File: config.mk
export PLATFORM = sky130hd
export DESIGN_NAME = button_press_classifier_unit_flat
export DESIGN_NICKNAME = d
export VERILOG_FILES = /design/src/rtl/core/bpc_pkg.sv /design/src/rtl/core/bpc_in_if.sv /design/src/rtl/core/bpc_out_if.sv /design/src/rtl/core/bpc_debounce.sv /design/src/rtl/core/bpc_hold.sv /design/src/rtl/core/button_press_classifier_unit.sv /design/src/flat_wrapper.sv
export SDC_FILE = /design/constraint.sdc
export NUM_CORES = 1
export LEC_CHECK = 0
export ABC_AREA = 1
export BUFFER_PORTS_ARGS = -buffer_cell sky130_fd_sc_hd__buf_4
export CAP_MARGIN = 10
export CORE_ASPECT_RATIO = 2
export CORE_UTILIZATION = 55
export CTS_CLUSTER_DIAMETER = 150
export CTS_CLUSTER_SIZE = 16
export DETAILED_ROUTE_END_ITERATION = 10
export GPL_TIMING_DRIVEN = 0
export PLACE_DENSITY = 0.71
export SETUP_SLACK_MARGIN = 0.5
export SLEW_MARGIN = 30
export SYNTH_ARGS = -nofsm -noshare
export SYNTH_HDL_FRONTEND = slang
export SYNTH_HIERARCHICAL = 1
export SYNTH_SLANG_ARGS = --single-unit
File: constraint.sdc
create_clock -name clk_i -period 4.6 [get_ports clk_i]
set_clock_uncertainty 0.05 [all_clocks]
set_input_delay 0 -clock clk_i [delete_from_list [all_inputs] [get_ports clk_i]]
set_output_delay 0 -clock clk_i [all_outputs]
set_load 0.005 [all_outputs]
File: src/rtl/core/bpc_pkg.sv
// bpc_pkg: shared types and constants for the button press classifier
// no dependencies; imported by every module of the block
`timescale 1ns / 1ps
`default_nettype none

package bpc_pkg;

  // register widths fixed by the register map
  localparam int unsigned DebW = 8;
  localparam int unsigned ThrW = 16;
  localparam int unsigned CfgW = 16;
  localparam int unsigned IdxW = 2;

  localparam logic [DebW-1:0] DebResetVal    = 8'd20;
  localparam logic [ThrW-1:0] NormalResetVal = 16'd1000;
  localparam logic [ThrW-1:0] LongResetVal   = 16'd2000;

  typedef enum logic [IdxW-1:0] {
    CFG_DEBOUNCE = 2'd0,
    CFG_NORMAL   = 2'd1,
    CFG_LONG     = 2'd2
  } cfg_idx_e;

  typedef enum logic [1:0] {
    KIND_SHORT  = 2'd0,
    KIND_NORMAL = 2'd1,
    KIND_LONG   = 2'd2
  } press_kind_e;

  typedef struct packed {
    logic        valid;
    press_kind_e kind;
  } bpc_res_t;

endpackage

`default_nettype wire

File: src/rtl/core/bpc_in_if.sv
// bpc_in_if: sample channel, one raw button level per word
// depends on nothing
`timescale 1ns / 1ps
`default_nettype none

interface bpc_in_if;
  logic valid;
  logic ready;
  logic raw_level;

  modport source (output valid, output raw_level, input ready);
  modport sink (input valid, input raw_level, output ready);
endinterface

`default_nettype wire

File: src/rtl/core/bpc_out_if.sv
// bpc_out_if: event channel, one classified press per word
// depends on nothing
`timescale 1ns / 1ps
`default_nettype none

interface bpc_out_if;
  logic       valid;
  logic       ready;
  logic [1:0] press_kind;

  modport source (output valid, output press_kind, input ready);
  modport sink (input valid, input press_kind, output ready);
endinterface

`default_nettype wire

File: src/rtl/core/bpc_debounce.sv
// bpc_debounce: debounce counter and accepted level
// depends on bpc_pkg
`timescale 1ns / 1ps
`default_nettype none

module bpc_debounce
  import bpc_pkg::*;
#(
  parameter int unsigned BOUNCE_WIDTH = 8
) (
  input  wire logic            clk_i,
  input  wire logic            rst_ni,
  input  wire logic            en_i,
  input  wire logic            raw_i,
  input  wire logic [DebW-1:0] debounce_ticks_i,
  output logic                 stable_o
);

  localparam int unsigned CmpW = (BOUNCE_WIDTH > DebW) ? BOUNCE_WIDTH : DebW;

  logic                    stable_q, stable_d;
  logic [BOUNCE_WIDTH-1:0] cnt_q, cnt_d, cnt_inc;

  always_comb begin
    stable_d = stable_q;
    cnt_d    = cnt_q;
    cnt_inc  = (cnt_q == '1) ? cnt_q : cnt_q + 1'b1;
    if (raw_i == stable_q) begin
      cnt_d = '0;
    end else if (CmpW'(cnt_inc) >= CmpW'(debounce_ticks_i)) begin
      stable_d = raw_i;
      cnt_d    = '0;
    end else begin
      cnt_d = cnt_inc;
    end
  end

  always_ff @(posedge clk_i or negedge rst_ni) begin
    if (!rst_ni) begin
      stable_q <= 1'b1;
      cnt_q    <= '0;
    end else if (en_i) begin
      stable_q <= stable_d;
      cnt_q    <= cnt_d;
    end
  end

  // level after this sample, seen by the classifier in the same pass
  assign stable_o = stable_d;

endmodule

`default_nettype wire

File: src/rtl/core/bpc_hold.sv
// bpc_hold: hold counter and short / normal / long classification
// depends on bpc_pkg
`timescale 1ns / 1ps
`default_nettype none

module bpc_hold
  import bpc_pkg::*;
#(
  parameter int unsigned HOLD_WIDTH = 16
) (
  input  wire logic            clk_i,
  input  wire logic            rst_ni,
  input  wire logic            en_i,
  input  wire logic            stable_i,
  input  wire logic [ThrW-1:0] normal_ticks_i,
  input  wire logic [ThrW-1:0] long_ticks_i,
  output bpc_res_t             res_o
);

  localparam int unsigned CmpW = (HOLD_WIDTH > ThrW) ? HOLD_WIDTH : ThrW;

  logic                  held_q, held_d;
  logic                  long_sent_q, long_sent_d;
  logic [HOLD_WIDTH-1:0] ticks_q, ticks_d, ticks_inc;

  always_comb begin
    held_d      = held_q;
    long_sent_d = long_sent_q;
    ticks_d     = ticks_q;
    ticks_inc   = (ticks_q == '1) ? ticks_q : ticks_q + 1'b1;
    res_o       = '{valid: 1'b0, kind: KIND_SHORT};
    if (!stable_i && !held_q) begin
      // press accepted: start the count, nothing else this sample
      held_d      = 1'b1;
      ticks_d     = '0;
      long_sent_d = 1'b0;
    end else if (held_q) begin
      ticks_d = ticks_inc;
      if (stable_i) begin
        held_d      = 1'b0;
        res_o.valid = !long_sent_q;
        res_o.kind  = (CmpW'(ticks_inc) >= CmpW'(normal_ticks_i)) ? KIND_NORMAL : KIND_SHORT;
      end else if (!long_sent_q && (CmpW'(ticks_inc) >= CmpW'(long_ticks_i))) begin
        long_sent_d = 1'b1;
        res_o.valid = 1'b1;
        res_o.kind  = KIND_LONG;
      end
    end
  end

  always_ff @(posedge clk_i or negedge rst_ni) begin
    if (!rst_ni) begin
      held_q      <= 1'b0;
      long_sent_q <= 1'b0;
      ticks_q     <= '0;
    end else if (en_i) begin
      held_q      <= held_d;
      long_sent_q <= long_sent_d;
      ticks_q     <= ticks_d;
    end
  end

  // only one long event per press
  a_long_once: assert property (@(posedge clk_i) disable iff (!rst_ni)
    (en_i && res_o.valid && res_o.kind == KIND_LONG) |-> (held_q && !long_sent_q))
    else $error("long event with no press or repeated");

  // the count moves by one or sits at saturation while a press goes on
  a_count_step: assert property (@(posedge clk_i) disable iff (!rst_ni)
    (en_i && held_q) |=>
      (ticks_q == $past(ticks_q) + 1'b1 || ($past(ticks_q) == '1 && ticks_q == '1)))
    else $error("hold count skipped");

endmodule

`default_nettype wire

File: src/rtl/core/button_press_classifier_unit.sv
// Button press classifier: debounced short / normal / long press events.
// A sample accepted into the sample register is classified, its event going to
// the event register. Throughput: one sample per cycle (single-pass update)
// unless an event waits untaken; the two registers decouple the two channels.
// Reset: asynchronous, active low; thresholds return to 20 / 1000 / 2000,
// button released, no press in progress.
`timescale 1ns / 1ps
`default_nettype none

module button_press_classifier_unit
  import bpc_pkg::*;
#(
  parameter int unsigned HOLD_WIDTH   = 16,
  parameter int unsigned BOUNCE_WIDTH = 8
) (
  input  wire logic            clk_i,
  input  wire logic            rst_ni,
  bpc_in_if.sink               in_if,
  bpc_out_if.source            out_if,
  input  wire logic            cfg_we_i,
  input  wire logic [IdxW-1:0] cfg_idx_i,
  input  wire logic [CfgW-1:0] cfg_data_i
);

  logic [DebW-1:0] deb_q;
  logic [ThrW-1:0] normal_q, long_q;

  logic        in_vld_q, raw_q;
  logic        out_vld_q;
  press_kind_e kind_q;
  logic        advance, stable;
  bpc_res_t    res;

  always_ff @(posedge clk_i or negedge rst_ni) begin
    if (!rst_ni) begin
      deb_q    <= DebResetVal;
      normal_q <= NormalResetVal;
      long_q   <= LongResetVal;
    end else if (cfg_we_i) begin
      unique case (cfg_idx_e'(cfg_idx_i))
        CFG_DEBOUNCE: deb_q    <= cfg_data_i[DebW-1:0];
        CFG_NORMAL:   normal_q <= cfg_data_i[ThrW-1:0];
        CFG_LONG:     long_q   <= cfg_data_i[ThrW-1:0];
        default: ;
      endcase
    end
  end

  // the sample moves on when the event slot is free or being drained
  assign advance     = in_vld_q && (!out_vld_q || out_if.ready);
  assign in_if.ready = !in_vld_q || advance;

  always_ff @(posedge clk_i or negedge rst_ni) begin
    if (!rst_ni) begin
      in_vld_q <= 1'b0;
    end else if (in_if.valid && in_if.ready) begin
      in_vld_q <= 1'b1;
    end else if (advance) begin
      in_vld_q <= 1'b0;
    end
  end

  always_ff @(posedge clk_i) begin
    if (in_if.valid && in_if.ready) begin
      raw_q <= in_if.raw_level;
    end
  end

  bpc_debounce #(
    .BOUNCE_WIDTH(BOUNCE_WIDTH)
  ) u_debounce (
    .clk_i           (clk_i),
    .rst_ni          (rst_ni),
    .en_i            (advance),
    .raw_i           (raw_q),
    .debounce_ticks_i(deb_q),
    .stable_o        (stable)
  );

  bpc_hold #(
    .HOLD_WIDTH(HOLD_WIDTH)
  ) u_hold (
    .clk_i         (clk_i),
    .rst_ni        (rst_ni),
    .en_i          (advance),
    .stable_i      (stable),
    .normal_ticks_i(normal_q),
    .long_ticks_i  (long_q),
    .res_o         (res)
  );

  always_ff @(posedge clk_i or negedge rst_ni) begin
    if (!rst_ni) begin
      out_vld_q <= 1'b0;
    end else if (advance) begin
      out_vld_q <= res.valid;
    end else if (out_if.ready) begin
      out_vld_q <= 1'b0;
    end
  end

  always_ff @(posedge clk_i) begin
    if (advance) begin
      kind_q <= res.kind;
    end
  end

  assign out_if.valid      = out_vld_q;
  assign out_if.press_kind = kind_q;

  // a stalled sample stays put until the event slot frees
  a_sample_held: assert property (@(posedge clk_i) disable iff (!rst_ni)
    (in_vld_q && !advance) |=> (in_vld_q && $stable(raw_q)))
    else $error("pending sample lost");

  // a waiting event is never overwritten by the next sample
  a_no_overwrite: assert property (@(posedge clk_i) disable iff (!rst_ni)
    (out_vld_q && !out_if.ready) |-> !advance)
    else $error("event overwritten");

  // a waiting event keeps its kind until taken
  a_out_stable: assert property (@(posedge clk_i) disable iff (!rst_ni)
    (out_vld_q && !out_if.ready) |=> (out_vld_q && $stable(kind_q)))
    else $error("waiting event changed");

endmodule

`default_nettype wire
File: src/flat_wrapper.sv
// flat-port wrapper written by rule: the top's interface ports become plain ports
module button_press_classifier_unit_flat import bpc_pkg::*;
#(
  parameter int unsigned HOLD_WIDTH   = 16,
  parameter int unsigned BOUNCE_WIDTH = 8
)
  (clk_i, rst_ni, cfg_we_i, cfg_idx_i, cfg_data_i, in_if_valid, in_if_raw_level, in_if_ready, out_if_valid, out_if_press_kind, out_if_ready);
  bpc_in_if in_if_i ();
  bpc_out_if out_if_i ();
  input  wire logic clk_i;
  input  wire logic rst_ni;
  input  wire logic cfg_we_i;
  input  wire logic [IdxW-1:0] cfg_idx_i;
  input  wire logic [CfgW-1:0] cfg_data_i;
  input wire logic [$bits(in_if_i.valid)-1:0] in_if_valid;
  input wire logic [$bits(in_if_i.raw_level)-1:0] in_if_raw_level;
  output wire logic [$bits(in_if_i.ready)-1:0] in_if_ready;
  output wire logic [$bits(out_if_i.valid)-1:0] out_if_valid;
  output wire logic [$bits(out_if_i.press_kind)-1:0] out_if_press_kind;
  input wire logic [$bits(out_if_i.ready)-1:0] out_if_ready;
  assign in_if_i.valid = in_if_valid;
  assign in_if_i.raw_level = in_if_raw_level;
  assign in_if_ready = in_if_i.ready;
  assign out_if_valid = out_if_i.valid;
  assign out_if_press_kind = out_if_i.press_kind;
  assign out_if_i.ready = out_if_ready;
  button_press_classifier_unit #(.HOLD_WIDTH(HOLD_WIDTH), .BOUNCE_WIDTH(BOUNCE_WIDTH)) u_core (.clk_i(clk_i), .rst_ni(rst_ni), .in_if(in_if_i), .out_if(out_if_i), .cfg_we_i(cfg_we_i), .cfg_idx_i(cfg_idx_i), .cfg_data_i(cfg_data_i));
endmodule
### Yosys cells after proc, flatten, opt, wreduce, memory -nomap -nowiden

Index checks and enable logic that the tools add are counted.

| cells by class | value |
|---|---|
| magnitude comparators | 3 |
| bitwise gates (word level) | 1 |
| mux-type cells | 24 |
| reductions and logical operators | 22 |
| eq/ne operators | 6 |
| add/sub/neg operators | 2 |

Operator list:

| operator | number |
|---|---|
| $mux 16 | 3 |
| $ge 16x16->1 | 2 |
| $mux 8 | 3 |
| $add 16x1->16 const B | 1 |
| $eq 16x16->1 const B | 1 |
| $mux 1 | 14 |
| $mux 3 | 4 |
| $add 8x1->8 const B | 1 |
| $eq 8x8->1 const B | 1 |
| $ge 8x8->1 | 1 |
| $reduce_and 2->1 | 4 |
| $reduce_bool 2->1 | 4 |
| $logic_not 1->1 | 5 |
| $logic_and 1x1->1 | 4 |
| $reduce_and 4->1 | 1 |
| $eq 2x1->1 const B | 1 |
| $eq 2x2->1 const B | 1 |
| $logic_not 2->1 | 1 |
| $logic_or 1x1->1 | 2 |
| $ne 2x1->1 const B | 1 |
| $reduce_or 2->1 | 1 |
| $eq 1x1->1 | 1 |
| $not 1->1 | 1 |

| word-level totals | value |
|---|---|
| bits of input ports | 24 |
| flip-flop bits (word level) | 72 |
| output and inout port bits | 4 |
| logic and storage cells | 70 |

### Depth between registers and ports, before layout

| logic depth | value |
|---|---|
| depth in word-level cells | 9 |
| depth in mapped cells | 23 |

### Modules after synthesis

The synthesis kept the hierarchy.

By module, submodules not included:

| module | cells an instance | seq. area each (um^2) | area each (um^2) | times used |
|---|---|---|---|---|
| bpc_hold | 305 | 450.4 | 2083.2 | 1 |
| button_press_classifier_unit | 193 | 1158.6 | 1976.9 | 1 |
| bpc_debounce | 122 | 226.5 | 852.1 | 1 |

### Worst setup path after synthesis

No wires, ideal clock.

| path | value |
|---|---|
| path type | flip-flop to flip-flop |
| from | register u_core.u_debounce.cnt_q[0] |
| to | register u_core.u_hold.ticks_q[7] |
| path slack | 1.747 ns |
| path buffers | 1 |
| cell stages (with the launch flop) | 19 |
| setup time | 0.065 ns |
| data arrival time | 2.738 ns |
| cells stage by stage | dfrtp_1 -> ha_1 -> nand2_1 -> inv_2 -> nand2_2 -> nor2_2 -> o21ai_0 -> inv_1 -> ha_1 -> a21o_1 -> nor2_2 -> nand2_1 -> nand2_1 -> and2_1 -> nor2_1 -> nor2_1 -> buf_2 -> nand2_1 -> nand2_1 |

| between the ends | value |
|---|---|
| longest elaborated chain between the ends | 9 |
| elaborated cells on any way between the ends | 11 |
| classes of those cells | add/sub: 1; order compare: 1; eq/ne: 1; mux: 4; reduce/logical: 4 |

Ends and longest elaborated chain:

| item | RTL line | source |
|---|---|---|
| start, declared | bpc_debounce.sv:22 | `logic [BOUNCE_WIDTH-1:0] cnt_q, cnt_d, cnt_inc;` |
| start signal, assigned | bpc_debounce.sv:44 | `cnt_q <= cnt_d;` |
| $add 8x1->8 or $eq 8x8->1 (tied branches) | bpc_debounce.sv:27 | `cnt_inc = (cnt_q == '1) ? cnt_q : cnt_q + 1'b1;` |
| $mux 8 * | bpc_debounce.sv:27 |  |
| $ge 8x8->1 * | bpc_debounce.sv:30 | `end else if (CmpW'(cnt_inc) >= CmpW'(debounce_ticks_i)) begin` |
| $mux 1 * | bpc_debounce.sv:30 |  |
| $mux 1 * | bpc_debounce.sv:28 | `if (raw_i == stable_q) begin` |
| net u_core.stable | button_press_classifier_unit.sv:31 | `logic advance, stable;` |
| $logic_not 1->1 * | bpc_hold.sv:32 | `if (!stable_i && !held_q) begin` |
| $logic_and 1x1->1 * | bpc_hold.sv:32 |  |
| $reduce_bool 2->1 (no source line) | -- |  |
| $reduce_and 2->1 (no source line) | -- |  |
| end signal, assigned | bpc_hold.sv:59 | `ticks_q <= ticks_d;` |
| end, declared | bpc_hold.sv:24 | `logic [HOLD_WIDTH-1:0] ticks_q, ticks_d, ticks_inc;` |

The timed path passes the listed nets; every way through them passes the cells marked *.
A chain may end at the register's enable or synchronous reset.

### Final worst setup path

| path | value |
|---|---|
| from | register u_core.u_debounce.cnt_q[0] |
| to | register u_core.u_hold.ticks_q[10] |

The elaborated chain is that of the path after synthesis.

==> flow_metrics.py <==
metrics = {
    "outcome": {
        "status": "complete, no violations",
    },
    "setup_path": {
        "end_kind": "register",
        "cp.required_ns": 4.82,
        "r2r_setup_slack_ns": 1.09,
        "crit_fanout": 10,
        "critPathLaunchType": "register",
        "reg2reg_depth": 18,
        "r2r_end": "u_core/u_hold/ticks_q[10]$_DFFE_PN0P_",
        "crit_type": "reg -> reg",
        "arrival_ns": 3.73,
        "reg2reg_from": "u_core/u_debounce/cnt_q[0]$_DFFE_PN0P_",
    },
    "min_path": {
        "hold-path-cell-count": 4,
        "min_path_type": "in -> reg",
        "min_to": "u_core/deb_q[4]$_DFFE_PN1P_",
        "min_from": "cfg_we_i",
    },
    "die": {
        "coreArea_um2": 8650,
        "die_y_um": 136,
        "core.rowCount": 48,
        "start_util_pct": 56.8,
        "die_x_um": 68.8,
        "pin_count": 28,
        "die_area_um2": 9340,
    },
    "grt": {
        "grt_max_degree": 70,
        "first_global_vias": 4201,
        "grt_usage_pct": 27.6,
        "grt_first_pass_wirelength_um": 18900,
        "grt_antenna_before_repair": 0,
        "overflow": 0,
    },
    "power": {
        "powerDensity_nw_per_um2": 376,
        "ir_drop_v": 0.000261,
        "power_leakage_nw": 3.10,
    },
    "timing": {
        "rsz0062_at_grt": "false",
        "relSlewSlack_pct": 57.5,
        "setup_tns_ns": 0,
        "maxSlewViolCount": 0,
        "worst_pin_slew_ns": 0.637,
        "setup_violations": 0,
        "finalHoldViolCount": 0,
        "fmax_ghz": 0.285,
        "fin_crit_ns": 3.51,
        "period_share_pct": 76.4,
    },
    "routing": {
        "dr.pass1.iters": 4,
        "wire_per_inst_um": 14.3,
        "vias": 4208,
        "wl_um": 11200,
        "drc_errors": 0,
        "vias_per_cell": 5.33,
        "drtAntennaViolNets": 0,
        "initialDrtViolationCount": 187,
    },
    "clocking": {
        "clk_pin_slew_worst_paths_ns": 0.05,
        "cts.sinks": 72,
        "cts_tree": "yes",
        "cts_buffer_depth": 2,
        "cts_buffers": 9,
        "cts_max_level": 3,
        "post_cts_resized": 0,
        "insertion_delay_ns": 0.33,
        "root_buffer": "clkbuf_16",
    },
    "synthesis": {
        "synth_edf_count": 3,
        "ys_types": 41,
        "async_flop_share_pct": 95.8,
        "yosysWarnings": 6,
        "netlist_area_um2": 4910,
        "ys_seq_elements": 72,
        "netlist_instances": 620,
        "ys.flop_type": "dfrtp_1",
        "yosysSeqAreaShare_pct": 37.4,
        "syn_nets": 686,
        "syn_avg_cell_area_um2": 7.92,
    },
    "finish": {
        "stdcell_count": 789,
        "finalNetCount": 750,
        "drive_above_1_share_pct": 18.6,
        "diodes": 0,
        "area_growth_syn_to_layout_pct": 17.8,
    },
    "flow_run": {
        "maxCapViolations": 0,
    },
    "place": {
        "gp_congestion": 0.885,
        "place_inst": 745,
        "port_buffers": 24,
        "hpwlAfterDp_um": 8500,
    },
}
[cells in the final DEF, fill, tap and decap left out, types with 6 or more instances in the layout]
cell type	netlist	routed
nand2_4	6	6
o21ai_0	7	7
a21oi_1	17	17
dfrtp_1	54	54
xor2_1	10	10
buf_2	9	10
ha_1	42	42
dlygate4sd3_1	0	28
inv_1	84	84
nor2_1	22	22
nand2_2	30	30
nor3_1	7	7
dfstp_2	15	15
clkbuf_16	0	10
nand3_1	28	28
buf_4	1	24
nand2_1	199	199
nand4_1	37	37
[area by class of cell]
type | instances | area, um2
Sequential cell | 72 | 1840
Timing Repair Buffer | 53 | 469
Fill cell | 767 | 2860
Tap cell | 100 | 125
Inverter | 91 | 352
Clock inverter | 2 | 12.5
Buffer | 16 | 146
Multi-Input combinational cell | 441 | 2580
Clock buffer | 14 | 265
[state kept, by name (all words and copies together) (netlist names), 2 cells and up]
name / flops
u_core/u_hold/ticks_q: 16
u_core/normal_q: 16
u_core/deb_q: 8
u_core/u_debounce/cnt_q: 8
u_core/out_if.press_kind: 2
u_core/long_q: 16
[critical path, stage by stage, from the launching register on]
cell and delay (ns):
dfrtp_1 0.42, ha_1 0.23, nand2_1 0.09, inv_2 0.05, nand2_2 0.11, nor2_2 0.06, o21ai_0 0.28, inv_1 0.08
ha_1 0.30, a21o_1 0.19, nor2_2 0.19, nand2_1 0.11, nand2_1 0.09, and2_1 0.22, nor2_1 0.10, nor2_1 0.40
buf_2 0.31, nand2_1 0.07, nand2_1 0.08
[logic make-up after synthesis]
family	count (synthesis)	share of synthesized area, %
buf+inv	107	10.1
xor+xnor	14	2.50
simple gates	344	34.0
flops	72	37.4
compound gates	41	5.27
fa+ha+maj	42	10.7
[where the power goes]
group,internal (mW),switching [mW]
combinational,0.270,0.422
clock,0.397,0.254
sequential,0.754,0.0791
total,1.42,0.755
[worst max-delay path by stage]
stage                                             to  cells after the start                                   start  slack, ns
4_1_cts        u_core/u_hold/ticks_q[10]$_DFFE_PN0P_                     18  u_core/u_debounce/cnt_q[0]$_DFFE_PN0P_       1.08
3_3_place_gp    u_core/u_hold/ticks_q[7]$_DFFE_PN0P_                     18  u_core/u_debounce/cnt_q[0]$_DFFE_PN0P_       1.20
3_5_place_dp   u_core/u_hold/ticks_q[10]$_DFFE_PN0P_                     18  u_core/u_debounce/cnt_q[0]$_DFFE_PN0P_       1.11
2_1_floorplan   u_core/u_hold/ticks_q[7]$_DFFE_PN0P_                     18  u_core/u_debounce/cnt_q[0]$_DFFE_PN0P_       1.75
6_report       u_core/u_hold/ticks_q[10]$_DFFE_PN0P_                     18  u_core/u_debounce/cnt_q[0]$_DFFE_PN0P_       1.09
5_1_grt         u_core/u_hold/ticks_q[4]$_DFFE_PN0P_                     23  u_core/u_debounce/cnt_q[0]$_DFFE_PN0P_       0.79
[what timing repair did]
| action | 4_1_cts | 5_1_grt |
|---|---|---|
| setup endpoints to repair | 0 | 0 |
| setup buffers | 0 | 0 |
| endpoints found under the hold margin | 98 | 0 |
| hold buffers | 28 | 0 |
[per-layer routing]
layer	wire, um	up-vias	global-route usage (%)
met5	0	-	0
met4	387	0	12.2
met3	266	23	4.46
met2	6370	77	51.7
met1	4220	1998	28.2
li1	-	2110	-
[synth_stat cells (3+ instances only)]
master | count | area (um2)
dfstp_2 | 15 | 394
nor3_1 | 7 | 35.0
nand3_1 | 28 | 140
nor2_1 | 22 | 82.6
buf_12 | 3 | 60.1
buf_6 | 3 | 33.8
nand2_2 | 30 | 188
o21ai_0 | 7 | 35.0
dfrtp_1 | 54 | 1350
nand2_4 | 6 | 67.6
xnor2_1 | 4 | 35.0
buf_2 | 9 | 45.0
nor2_2 | 3 | 18.8
nand4_1 | 37 | 231
inv_1 | 84 | 315
xor2_1 | 10 | 87.6
a21boi_0 | 3 | 22.5
nand2_1 | 199 | 747
inv_2 | 4 | 15.0
o22ai_1 | 3 | 18.8
ha_1 | 42 | 526
a21oi_1 | 17 | 85.1
edfxtp_1 | 3 | 90.1
nand3_4 | 4 | 70.1
[metrics by stage]
step	hold slack [ns]	setup WS (ns)	instance area (um2)	utilization (%)	total power, mW
3_5_place_dp	0.124	1.11	5220	60.4	1.51
2_1_floorplan	-0.346	1.75	4910	-	1.31
4_1_cts	0.0141	1.08	5780	66.8	2.19
3_3_place_gp	0.117	1.20	5220	60.3	1.48
5_1_grt	0.0433	0.788	5780	66.9	2.33
6_report	0.0257	1.09	5780	66.9	2.18
No activity file was read; power rests on OpenSTA's default activity.
